**src/sv/uerp_pkg.sv**
```systemverilog
package uerp_pkg;

    localparam int SAMPLES_LOG2 = 2;

    localparam int CYCLE_W  = 16;
    localparam int PULSE_W  = 10;
    localparam int SUM_W    = 13;
    localparam int INDEX_W  = 3;
    localparam int DUTY_W   = 8;
    localparam int GAIN_W   = 10;
    localparam int FRAC_W   = 6;
    localparam int CFG_IDX_W  = 3;
    localparam int CFG_DATA_W = 16;

    // register index map
    localparam logic [CFG_IDX_W-1:0] REG_RISE_TIMEOUT = 3'd0;
    localparam logic [CFG_IDX_W-1:0] REG_MAX_PULSE    = 3'd1;
    localparam logic [CFG_IDX_W-1:0] REG_CYCLE_TICKS  = 3'd2;
    localparam logic [CFG_IDX_W-1:0] REG_MIN_DISTANCE = 3'd3;
    localparam logic [CFG_IDX_W-1:0] REG_PWM_GAIN     = 3'd4;

    localparam logic [CYCLE_W-1:0] RST_RISE_TIMEOUT = 16'd3840;
    localparam logic [PULSE_W-1:0] RST_MAX_PULSE    = 10'd139;
    localparam logic [CYCLE_W-1:0] RST_CYCLE_TICKS  = 16'd3840;
    localparam logic [PULSE_W-1:0] RST_MIN_DISTANCE = 10'd27;
    localparam logic [GAIN_W-1:0]  RST_PWM_GAIN     = 10'd146;

    typedef struct packed {
        logic [CYCLE_W-1:0] rise_timeout;
        logic [PULSE_W-1:0] max_pulse;
        logic [CYCLE_W-1:0] cycle_ticks;
        logic [PULSE_W-1:0] min_distance;
        logic [GAIN_W-1:0]  pwm_gain;
    } t_cfg;

endpackage

```
**src/sv/uerp_if.sv**
```systemverilog
interface uerp_in_if;
    logic valid;
    logic ready;
    logic echo;

    modport source (output valid, output echo, input ready);
    modport sink   (input valid, input echo, output ready);
endinterface

interface uerp_out_if;
    logic                          valid;
    logic                          ready;
    logic                          trigger;
    logic [uerp_pkg::DUTY_W-1:0]   pwm_duty;
    logic                          batch_done;
    logic                          reading_error;

    modport source (output valid, output trigger, output pwm_duty, output batch_done,
                    output reading_error, input ready);
    modport sink   (input valid, input trigger, input pwm_duty, input batch_done,
                    input reading_error, output ready);
endinterface

interface uerp_cfg_if;
    logic                              valid;
    logic                              ready;
    logic [uerp_pkg::CFG_IDX_W-1:0]    index;
    logic [uerp_pkg::CFG_DATA_W-1:0]   data;

    modport source (output valid, output index, output data, input ready);
    modport sink   (input valid, input index, input data, output ready);
endinterface

```
**src/sv/ultrasonic_echo_ranger_pwm.sv**
```systemverilog
// Ultrasonic echo ranger with lamp PWM duty output.
// i_in carries one word per time-base tick: the sampled echo pin level.
// o_out returns exactly one word per input word: trigger pin level, the
// current PWM duty, a batch-done flag and a reading-error flag.
// i_cfg writes the five timing and scaling registers (index 0..4); it is
// always ready and must only be written while no words are in flight.
// An accepted word passes the input register, then the state update and
// result register. Throughput: one word per cycle while the receiver
// does not stall; the state update for each tick is a single pass through
// the phase logic, the batch adder and one 13x10 multiply.
// Reset (synchronous, active low) empties both pipeline registers, sets
// the trigger phase, clears all counters and the duty, and loads the
// register defaults.
// When the receiver stalls, the result word holds and the input register
// still takes one more word; after that i_in.ready drops until o_out moves.
module ultrasonic_echo_ranger_pwm (
    input  logic        i_clk,
    input  logic        i_rst_n,
    uerp_in_if.sink     i_in,
    uerp_out_if.source  o_out,
    uerp_cfg_if.sink    i_cfg
);

    typedef enum logic [1:0] {
        PH_TRIGGER = 2'd0,
        PH_WAIT    = 2'd1,
        PH_HIGH    = 2'd2,
        PH_HOLD    = 2'd3
    } t_phase;

    localparam int AVG_W  = uerp_pkg::SUM_W;
    localparam int PROD_W = AVG_W + uerp_pkg::GAIN_W;
    localparam int SCL_W  = PROD_W - uerp_pkg::FRAC_W;
    localparam logic [uerp_pkg::INDEX_W:0] BATCH_LEN = 4'(1 << uerp_pkg::SAMPLES_LOG2);

    uerp_pkg::t_cfg cfg;

    uerp_cfg_regs u_cfg (
        .i_clk   (i_clk),
        .i_rst_n (i_rst_n),
        .i_cfg   (i_cfg),
        .o_cfg   (cfg)
    );

    // pipeline control
    logic r_in_valid;
    logic r_in_echo;
    logic r_out_valid;
    logic out_free;
    logic advance;

    assign out_free    = !r_out_valid || o_out.ready;
    assign advance     = r_in_valid && out_free;
    assign i_in.ready  = !r_in_valid || out_free;

    // ranging state
    t_phase                        r_phase,  n_phase;
    logic [uerp_pkg::CYCLE_W-1:0]  r_cycle,  n_cycle;
    logic [uerp_pkg::PULSE_W-1:0]  r_pulse,  n_pulse;
    logic [uerp_pkg::SUM_W-1:0]    r_sum,    n_sum;
    logic [uerp_pkg::INDEX_W-1:0]  r_idx,    n_idx;
    logic [uerp_pkg::DUTY_W-1:0]   r_duty,   n_duty;

    // result word
    logic                          r_trig, n_trig;
    logic                          r_done, n_done;
    logic                          r_err,  n_err;

    t_phase                        ph;
    logic [uerp_pkg::SUM_W-1:0]    sum_add;
    logic [uerp_pkg::INDEX_W-1:0]  idx_inc;
    logic                          batch_full;
    logic [AVG_W-1:0]              avg;
    logic [AVG_W-1:0]              diff;
    logic [PROD_W-1:0]             prod;
    logic [SCL_W-1:0]              scaled;
    logic [uerp_pkg::DUTY_W-1:0]   duty_calc;

    // duty conversion for a completed batch
    always_comb begin
        sum_add    = r_sum + uerp_pkg::SUM_W'(r_pulse);
        idx_inc    = r_idx + 1'b1;
        batch_full = (idx_inc == '0) || ({1'b0, idx_inc} >= BATCH_LEN);
        avg        = sum_add >> uerp_pkg::SAMPLES_LOG2;
        diff       = avg - AVG_W'(cfg.min_distance);
        prod       = PROD_W'(diff) * PROD_W'(cfg.pwm_gain);
        scaled     = prod[PROD_W-1:uerp_pkg::FRAC_W];
        if (avg <= AVG_W'(cfg.min_distance)) begin
            duty_calc = '0;
        end else if (|scaled[SCL_W-1:uerp_pkg::DUTY_W]) begin
            duty_calc = '1;
        end else begin
            duty_calc = scaled[uerp_pkg::DUTY_W-1:0];
        end
    end

    // per-tick phase update
    always_comb begin
        n_phase = r_phase;
        n_pulse = r_pulse;
        n_sum   = r_sum;
        n_idx   = r_idx;
        n_duty  = r_duty;
        n_trig  = 1'b0;
        n_done  = 1'b0;
        n_err   = 1'b0;

        // a finished hold-off turns this tick into the next trigger
        ph = (r_phase == PH_HOLD && r_cycle >= cfg.cycle_ticks) ? PH_TRIGGER : r_phase;

        unique case (ph)
            PH_TRIGGER: begin
                n_trig  = 1'b1;
                n_pulse = '0;
                n_phase = PH_WAIT;
            end
            PH_WAIT: begin
                if (r_in_echo) begin
                    n_pulse = uerp_pkg::PULSE_W'(1);
                    n_phase = PH_HIGH;
                end else if (r_cycle >= cfg.rise_timeout) begin
                    n_err   = 1'b1;
                    n_sum   = '0;
                    n_idx   = '0;
                    n_phase = PH_HOLD;
                end
            end
            PH_HIGH: begin
                if (r_in_echo) begin
                    if (r_pulse >= cfg.max_pulse) begin
                        n_err   = 1'b1;
                        n_sum   = '0;
                        n_idx   = '0;
                        n_phase = PH_HOLD;
                    end else begin
                        n_pulse = r_pulse + 1'b1;
                    end
                end else begin
                    // falling edge: bank the width, close the batch when full
                    n_phase = PH_HOLD;
                    if (batch_full) begin
                        n_duty = duty_calc;
                        n_done = 1'b1;
                        n_sum  = '0;
                        n_idx  = '0;
                    end else begin
                        n_sum  = sum_add;
                        n_idx  = idx_inc;
                    end
                end
            end
            PH_HOLD: ;
            default: ;
        endcase

        // trigger restarts the cycle timer; otherwise count up and saturate
        if (ph == PH_TRIGGER) begin
            n_cycle = uerp_pkg::CYCLE_W'(1);
        end else if (r_cycle != '1) begin
            n_cycle = r_cycle + 1'b1;
        end else begin
            n_cycle = r_cycle;
        end
    end

    // input register
    always_ff @(posedge i_clk) begin
        if (!i_rst_n) begin
            r_in_valid <= 1'b0;
        end else if (i_in.valid && i_in.ready) begin
            r_in_valid <= 1'b1;
        end else if (advance) begin
            r_in_valid <= 1'b0;
        end
    end

    always_ff @(posedge i_clk) begin
        if (i_in.valid && i_in.ready) begin
            r_in_echo <= i_in.echo;
        end
    end

    // ranging state and result register
    always_ff @(posedge i_clk) begin
        if (!i_rst_n) begin
            r_phase     <= PH_TRIGGER;
            r_cycle     <= '0;
            r_pulse     <= '0;
            r_sum       <= '0;
            r_idx       <= '0;
            r_duty      <= '0;
            r_out_valid <= 1'b0;
        end else begin
            if (advance) begin
                r_phase <= n_phase;
                r_cycle <= n_cycle;
                r_pulse <= n_pulse;
                r_sum   <= n_sum;
                r_idx   <= n_idx;
                r_duty  <= n_duty;
            end
            if (advance) begin
                r_out_valid <= 1'b1;
            end else if (o_out.ready) begin
                r_out_valid <= 1'b0;
            end
        end
    end

    always_ff @(posedge i_clk) begin
        if (advance) begin
            r_trig <= n_trig;
            r_done <= n_done;
            r_err  <= n_err;
        end
    end

    assign o_out.valid         = r_out_valid;
    assign o_out.trigger       = r_trig;
    assign o_out.pwm_duty      = r_duty;
    assign o_out.batch_done    = r_done;
    assign o_out.reading_error = r_err;

endmodule

```
**src/sv/uerp_cfg_regs.sv**
```systemverilog
module uerp_cfg_regs (
    input  logic            i_clk,
    input  logic            i_rst_n,
    uerp_cfg_if.sink        i_cfg,
    output uerp_pkg::t_cfg  o_cfg
);

    uerp_pkg::t_cfg r_cfg;

    assign i_cfg.ready = 1'b1;
    assign o_cfg       = r_cfg;

    always_ff @(posedge i_clk) begin
        if (!i_rst_n) begin
            r_cfg.rise_timeout <= uerp_pkg::RST_RISE_TIMEOUT;
            r_cfg.max_pulse    <= uerp_pkg::RST_MAX_PULSE;
            r_cfg.cycle_ticks  <= uerp_pkg::RST_CYCLE_TICKS;
            r_cfg.min_distance <= uerp_pkg::RST_MIN_DISTANCE;
            r_cfg.pwm_gain     <= uerp_pkg::RST_PWM_GAIN;
        end else if (i_cfg.valid) begin
            // mask to register width; drop writes beyond the map
            unique case (i_cfg.index)
                uerp_pkg::REG_RISE_TIMEOUT: r_cfg.rise_timeout <= i_cfg.data;
                uerp_pkg::REG_MAX_PULSE:
                    r_cfg.max_pulse <= i_cfg.data[uerp_pkg::PULSE_W-1:0];
                uerp_pkg::REG_CYCLE_TICKS:  r_cfg.cycle_ticks  <= i_cfg.data;
                uerp_pkg::REG_MIN_DISTANCE:
                    r_cfg.min_distance <= i_cfg.data[uerp_pkg::PULSE_W-1:0];
                uerp_pkg::REG_PWM_GAIN:
                    r_cfg.pwm_gain <= i_cfg.data[uerp_pkg::GAIN_W-1:0];
                default: ;
            endcase
        end
    end

endmodule

```
**src/flat_wrapper.sv**
```systemverilog
// flat-port wrapper written by rule: the top's interface ports become plain ports
module ultrasonic_echo_ranger_pwm_flat 
  (i_clk, i_rst_n, i_in_valid, i_in_echo, i_in_ready, o_out_valid, o_out_trigger, o_out_pwm_duty, o_out_batch_done, o_out_reading_error, o_out_ready, i_cfg_valid, i_cfg_index, i_cfg_data, i_cfg_ready);
  uerp_in_if i_in_i ();
  uerp_out_if o_out_i ();
  uerp_cfg_if i_cfg_i ();
  input  logic i_clk;
  input  logic i_rst_n;
  input wire logic [$bits(i_in_i.valid)-1:0] i_in_valid;
  input wire logic [$bits(i_in_i.echo)-1:0] i_in_echo;
  output wire logic [$bits(i_in_i.ready)-1:0] i_in_ready;
  output wire logic [$bits(o_out_i.valid)-1:0] o_out_valid;
  output wire logic [$bits(o_out_i.trigger)-1:0] o_out_trigger;
  output wire logic [$bits(o_out_i.pwm_duty)-1:0] o_out_pwm_duty;
  output wire logic [$bits(o_out_i.batch_done)-1:0] o_out_batch_done;
  output wire logic [$bits(o_out_i.reading_error)-1:0] o_out_reading_error;
  input wire logic [$bits(o_out_i.ready)-1:0] o_out_ready;
  input wire logic [$bits(i_cfg_i.valid)-1:0] i_cfg_valid;
  input wire logic [$bits(i_cfg_i.index)-1:0] i_cfg_index;
  input wire logic [$bits(i_cfg_i.data)-1:0] i_cfg_data;
  output wire logic [$bits(i_cfg_i.ready)-1:0] i_cfg_ready;
  assign i_in_i.valid = i_in_valid;
  assign i_in_i.echo = i_in_echo;
  assign i_in_ready = i_in_i.ready;
  assign o_out_valid = o_out_i.valid;
  assign o_out_trigger = o_out_i.trigger;
  assign o_out_pwm_duty = o_out_i.pwm_duty;
  assign o_out_batch_done = o_out_i.batch_done;
  assign o_out_reading_error = o_out_i.reading_error;
  assign o_out_i.ready = o_out_ready;
  assign i_cfg_i.valid = i_cfg_valid;
  assign i_cfg_i.index = i_cfg_index;
  assign i_cfg_i.data = i_cfg_data;
  assign i_cfg_ready = i_cfg_i.ready;
  ultrasonic_echo_ranger_pwm u_core (.i_clk(i_clk), .i_rst_n(i_rst_n), .i_in(i_in_i), .o_out(o_out_i), .i_cfg(i_cfg_i));
endmodule
```
**config.mk**
```make
export PLATFORM = sky130hd
export DESIGN_NAME = ultrasonic_echo_ranger_pwm_flat
export DESIGN_NICKNAME = d
export VERILOG_FILES = /design/src/sv/uerp_pkg.sv /design/src/sv/uerp_if.sv /design/src/sv/ultrasonic_echo_ranger_pwm.sv /design/src/sv/uerp_cfg_regs.sv /design/src/flat_wrapper.sv
export SDC_FILE = /design/constraint.sdc
export NUM_CORES = 1
export LEC_CHECK = 0
export ABC_AREA = 1
export BUFFER_PORTS_ARGS = -buffer_cell sky130_fd_sc_hd__buf_2
export CORE_MARGIN = 1.5
export CORE_UTILIZATION = 39
export CTS_CLUSTER_SIZE = 8
export DETAILED_ROUTE_END_ITERATION = 8
export GPL_ROUTABILITY_DRIVEN = 0
export GPL_TIMING_DRIVEN = 0
export PLACE_DENSITY = 0.54
export SLEW_MARGIN = 20
export SYNTH_ARGS = -nofsm -noshare
export SYNTH_HDL_FRONTEND = slang
export SYNTH_SLANG_ARGS = --single-unit
```
**constraint.sdc**
```tcl
create_clock -name i_clk -period 8 [get_ports i_clk]
set_clock_uncertainty 0.05 [all_clocks]
set_input_delay 1.6 -clock i_clk [delete_from_list [all_inputs] [get_ports i_clk]]
set_output_delay 1.6 -clock i_clk [all_outputs]
set_load 0.02 [all_outputs]
```
==> reports/metrics.cfg, run 1 <==
[status]
status = completed

[power]
p_leak_nw = 6.24
irDropWorstVdd_mv = 0.196
p_comb_share_pct = 57.2
p_clk_share_pct = 24.1
internal-power_w = 0.00184
switching_share_pct = 45.1
p_per_area_mw_per_mm2 = 252
pwr-share-seq_pct = 18.7
p_switching_w = 0.00151

[routing]
antenna_left = 0
vias = 10300
detail_route.wl_per_cell_um = 16.0
wirelength_mm = 32.4
drc = 0
via_per_inst = 5.11
dr.pass1.iters = 5
dr.first_iter.drc_count = 594

[setup_path]
crit_arrival_ps = 7900
crit_required_ps = 8220
r2r_slack_ps = 320
slowest_stage = fa_1
cp-start-kind = flip-flop
worst_setup_path_end_kind = flip-flop
crit_type = flip-flop to flip-flop
cp_max_fo = 8
crit_path_max_incr_delay_ps = 600

[timing]
slew_headroom_pct = 46.6
worst_slew_pin_slew_ps = 802
fin_crit_sh_pct = 96.0
drv_slew = 0
max_freq_mhz = 130
finalHoldViolCount = 0
post-route-min-period_ps = 7680
setup_ws_ps = 320
hold_slack_ps = 413
setup_violations = 0

[global_routing]
grtUsageTotal_pct = 21.8
grt_pass1_wl_mm = 51.8
grt.overflow.total = 0
grt_max_degree = 17
grt_pass1_vias = 9933
antenna_found_initial = 0

[cts]
cts_buffers = 17
cts.sinks = 120
htree_num_levels = 4
clock_latency_ps = 430
tritoncts = done
clk_pin_slew_worst_paths_ps = 60
clockRootBuffer = clkbuf_16
clockBufferDepth = 2
postCtsHoldBufs = 0

[cells_and_area]
syn_to_final_growth_pct = 15.9
seqCellArea_mm2 = 0.00245
final_core_util_pct = 46.1
drive_gt1_share_pct = 12.8
diodes = 0
final_nets = 1867
nFillCells = 2936
stdcell_count = 2026
stdcell_area_mm2 = 0.0133
multi_input_area_mm2 = 0.00818

[placement]
dp_hpwl_mm = 25.6
port_buffers = 36
dp_cells = 1982
placed_area_mm2 = 0.0121
place_ws_ps = -753

[floorplan]
ioPinCount = 39
rows = 62
start_util_pct = 39.8
coreArea_mm2 = 0.0288
die_area_mm2 = 0.0304
dieWidth_um = 174
die_h_um = 174

[logic_synthesis]
yosysWarnings = 0
synth_nets = 1800
syn_area_mm2 = 0.0115
postSynthCellCount = 1562
synth_edf_count = 4
synth.avg_cell_area_um2 = 7.34
yosysSeqAreaShare_pct = 21.3
ys_ff_latch = 120
synthFlopType = dfxtp_1
ys_async_sr_fraction_pct = 0
ys_types = 49

[hold_path]
min_path_type = flip-flop to flip-flop

[flow_run]
cap_violations = 0

==> cells in the mapped netlist (15+ instances only) <==
cell type / count / area share [%]
nand2_1: 317 / 10
inv_1: 270 / 8.8
a21oi_1: 163 / 7.1
ha_1: 127 / 14
nor2_1: 120 / 3.9
dfxtp_1: 116 / 20
fa_1: 86 / 15
o21ai_0: 69 / 3.0
nand3_1: 58 / 2.5
nand4_1: 38 / 2.1
clkbuf_1: 24 / 0.79
xor2_1: 23 / 1.8
nand2_2: 16 / 0.87
o211ai_1: 16 / 1.0
nor3_1: 15 / 0.66
==> registers in the layout, summed over array words and instances, names as in the netlist <==
signal                      cells
u_core.u_cfg.o_cfg             62
u_core.r_cycle                 16
u_core.r_sum                   13
u_core.r_pulse                 10
u_core.o_out.pwm_duty           8
u_core.r_idx                    3
u_core.r_phase                  2
u_core.o_out.batch_done         1
u_core.o_out.reading_error      1
u_core.o_out.trigger            1
u_core.o_out.valid              1
u_core.r_in_echo                1
u_core.r_in_valid               1
==> layout make-up <==
type                            instances  area share (%)
Buffer                                 33            1.05
Clock buffer                           19            3.50
Clock inverter                         13            1.19
Inverter                              283            8.07
Multi-Input combinational cell       1126            61.6
Sequential cell                       120            18.5
Tap cell                              384            3.62
Timing Repair Buffer                   48            2.51
==> power by group through the flow <==
| stage | logic [W] | clock network (W) | registers (W) |
|---|---|---|---|
| 2_1_floorplan | 0.00123 | 0 | 0.000637 |
| 3_3_place_gp | 0.00163 | 0 | 0.000638 |
| 3_5_place_dp | 0.00164 | 0 | 0.000639 |
| 4_1_cts | 0.00171 | 0.000821 | 0.000626 |
| 5_1_grt | 0.00215 | 0.000852 | 0.000627 |
| 6_report | 0.00192 | 0.000806 | 0.000626 |
==> metrics by stage <==
| step | power, W | setup TNS, ps |
|---|---|---|
| detailed placement | 0.00228 | -5810 |
| global placement | 0.00227 | -5720 |
| global route | 0.00363 | -580 |
| floorplan | 0.00186 | 0 |
| finish | 0.00335 | 0 |
| CTS | 0.00316 | 0 |
==> worst max-delay path: cells and delay by family, from the launching register on <==
family          cells  cell delay (ps)
compound gates      3              500
simple gates       11             1130
fa+ha+maj          10             4180
flops               1              370
xor+xnor            2              600
buf+inv             5              670
==> timing repair <==
item,in CTS,in global routing
pin swaps,5,18
gates resized for setup,23,62
endpoints found under the setup margin,8,8
cloned,0,0
setup buffers,5,7
==> metal layers <==
metal	global-route usage [%]	vias up	part of all wire, %
met4	4.38	0	1.2
li1	-	5164	-
met5	0	-	0
met1	30.0	4971	48
met2	35.4	186	47
met3	4.11	26	4.6
==> placed cells by master, fill, tap and decap left out, drive strengths merged <==
cell type / n
or2: 7
a21o: 2
nor3: 20
o21bai: 5
inv: 286
xor2: 23
a31oi: 1
conb: 1
edfxtp: 4
a22oi: 1
nor4: 5
a21oi: 164
dfxtp: 116
o31ai: 1
bufinv: 2
a31o: 2
fa: 86
xnor2: 14
o41ai: 1
o21ai: 73
nor3b: 1
buf: 57
clkbuf: 43
o2111ai: 2
o21a: 4
nand2: 336
nand3: 67
nand3b: 3
nand4: 39
o211ai: 16
o221ai: 1
nor2: 124
clkinv: 7
clkinvlp: 1
ha: 127
==> worst paths after layout <==
| path | start | end | depth (start not counted) |
|---|---|---|---|
| max | u_core.r_pulse[0]$_SDFFE_PN0P_ | u_core.o_out.pwm_duty[0]$_SDFFE_PN0P_ | 31 |
| min | u_core.o_out.pwm_duty[0]$_SDFFE_PN0P_ | u_core.o_out.pwm_duty[0]$_SDFFE_PN0P_ | 2 |
| max reg2reg | u_core.r_pulse[0]$_SDFFE_PN0P_ | u_core.o_out.pwm_duty[0]$_SDFFE_PN0P_ | 31 |
| min reg2reg | u_core.o_out.pwm_duty[0]$_SDFFE_PN0P_ | u_core.o_out.pwm_duty[0]$_SDFFE_PN0P_ | 2 |
==> cell families after synthesis <==
kind of cell | count (synthesis) | share of synthesized area (%)
fa+ha+maj | 213 | 28.9
simple gates | 602 | 23.5
buf+inv | 316 | 10.5
other cells | 1 | 0.0327
xor+xnor | 37 | 2.83
flops | 120 | 21.3
compound gates | 273 | 13.0
Note: power is estimated with default switching activity, not from simulation.
==> run 2: changes to the inputs <==
GPL_TIMING_DRIVEN = not set   (was 0)
==> run 2 against run 1 <==
  * Register-to-register slack better by 120 ps
  * Sequential cell count stayed put
  * Total power is 1.9% higher
  * Clock-buffer cell count is 1 higher
  * Global-route usage is 0.68 points lower
  * Largest power group unchanged
==> reports/metrics.cfg, run 2 (same netlist as run 1, synthesis figures left out) <==
[status]
status = completed

[cts]
clk_pin_slew_worst_paths_ps = 60
htree_num_levels = 4
clock_latency_ps = 420
cts_buffers = 17
clockRootBuffer = clkbuf_16
clockBufferDepth = 2
cts.sinks = 120
postCtsHoldBufs = 0
tritoncts = done

[timing]
hold_slack_ps = 413
finalHoldViolCount = 0
setup_ws_ps = 438
fin_crit_sh_pct = 94.5
tns_ps = 0
slew_headroom_pct = 27.3
max_freq_mhz = 132
setup_violations = 0
post-route-min-period_ps = 7560
drv_slew = 0
worst_slew_pin_slew_ps = 1090

[cells_and_area]
largest_reg_flops = 62
final_nets = 1846
stdcell_count = 2005
drive_gt1_share_pct = 12.0
diodes = 0
layout_commonest_cell = nand2_1
syn_to_final_growth_pct = 13.7
final_core_util_pct = 45.3
final_cell_mix = nand2_1, inv_1, a21oi_1, ha_1, nor2_1
nFillCells = 2907

[setup_path]
slowest_stage = fa_1
cp_common_cell = nand2_1
crit_arrival_ps = 7790
crit_type = flip-flop to flip-flop
crit_path_max_incr_delay_ps = 550
r2r_cells = 42
timing.rr.end = u_core.o_out.pwm_duty[6]$_SDFFE_PN0P_
worst_setup_path_end_kind = flip-flop
cp-endpoint = u_core.o_out.pwm_duty[6]$_SDFFE_PN0P_
cp-startpoint = u_core.r_sum[0]$_SDFFE_PN0P_
cp_max_fo = 8
cp-start-kind = flip-flop
r2r-start = u_core.r_sum[0]$_SDFFE_PN0P_
crit_required_ps = 8220
r2r_slack_ps = 440

[routing]
vias = 10100
dr.first_iter.drc_count = 705
via_per_inst = 5.03
detail_route.wl_per_cell_um = 15.6
drc = 0
dr.pass1.iters = 5
antenna_left = 0
wirelength_mm = 31.2

[placement]
dp_hpwl_mm = 24.5
port_buffers = 37
dp_cells = 1967
place_ws_ps = 194

[global_routing]
grtUsageTotal_pct = 21.1
antenna_found_initial = 0
grt_max_degree = 65
grt.overflow.total = 0
grt_pass1_wl_mm = 50.6
grt_pass1_vias = 9658

[floorplan]
die_area_mm2 = 0.0304
rows = 62
dieWidth_um = 174
die_h_um = 174
coreArea_mm2 = 0.0288
start_util_pct = 39.8
ioPinCount = 39

[power]
irDropWorstVdd_mv = 0.176
p_per_area_mw_per_mm2 = 262
p_leak_nw = 6.20

[flow_run]
cap_violations = 0

[hold_path]
min_path_type = flip-flop to flip-flop

[run 2: how the worst min path moves through the flow]
| stage | startpoint | endpoint | slack [ps] | cells past startpoint |
|---|---|---|---|---|
| 2_1_floorplan | u_core.u_cfg.o_cfg[36]$_SDFFE_PN1P_ | u_core.u_cfg.o_cfg[36]$_SDFFE_PN1P_ | 380 | 2 |
| 3_3_place_gp | u_core.u_cfg.o_cfg[48]$_SDFFE_PN0P_ | u_core.u_cfg.o_cfg[48]$_SDFFE_PN0P_ | 400 | 2 |
| 3_5_place_dp | u_core.u_cfg.o_cfg[58]$_SDFFE_PN0P_ | u_core.u_cfg.o_cfg[58]$_SDFFE_PN0P_ | 400 | 2 |
| 4_1_cts | u_core.u_cfg.o_cfg[58]$_SDFFE_PN0P_ | u_core.u_cfg.o_cfg[58]$_SDFFE_PN0P_ | 410 | 2 |
| 5_1_grt | u_core.u_cfg.o_cfg[58]$_SDFFE_PN0P_ | u_core.u_cfg.o_cfg[58]$_SDFFE_PN0P_ | 430 | 2 |
| 6_report | u_core.u_cfg.o_cfg[24]$_SDFFE_PN0P_ | u_core.u_cfg.o_cfg[24]$_SDFFE_PN0P_ | 410 | 2 |
[run 2: worst max-delay path: cells and delay by family (launching register included)]
family / cells / cell delay (ps)
and+or+nand+nor: 17 / 1580
xor gates and xnor gates: 2 / 390
AOI/OAI and AO/OA: 7 / 830
DFF: 1 / 310
buffers and inverters: 7 / 700
adders and majority gates: 9 / 3550
[run 2: power breakdown]
group	switching (W)	internal, W	leakage (nW)
Clock	0.000301	0.000520	0.299
Sequential	0.0000106	0.000616	0.980
Combinational	0.00124	0.000723	4.92
Total	0.00155	0.00186	6.20
[run 2: repair_timing]
item	CTS	global route
gates resized for setup	0	58
setup endpoints to repair	0	8
setup buffers	0	5
[run 2: stage by stage]
step	cell area, µm²	power (W)
global route	13000	0.00368
detailed placement	12100	0.00231
CTS	12700	0.00315
finish	13000	0.00341
global placement	12100	0.00232
floorplan	11500	0.00186
[run 2: metal layers]
layer | vias up | GRT usage (%) | wire, µm
li1 | 5115 | - | -
met1 | 4703 | 29.6 | 15500
met2 | 218 | 33.8 | 14000
met3 | 43 | 3.00 | 1090
met4 | 0 | 5.68 | 592
met5 | - | 0 | 0
[run 2: area by class of cell]
type | count | area, µm² | share of cell area [%]
repair buffers | 60 | 374 | 2.87
inverters | 283 | 1060 | 8.15
clock buffers | 20 | 468 | 3.59
clock inverters | 12 | 161 | 1.24
well taps | 384 | 480 | 3.69
flip-flops and latches | 120 | 2440 | 18.8
multi-input cells | 1126 | 8040 | 61.7
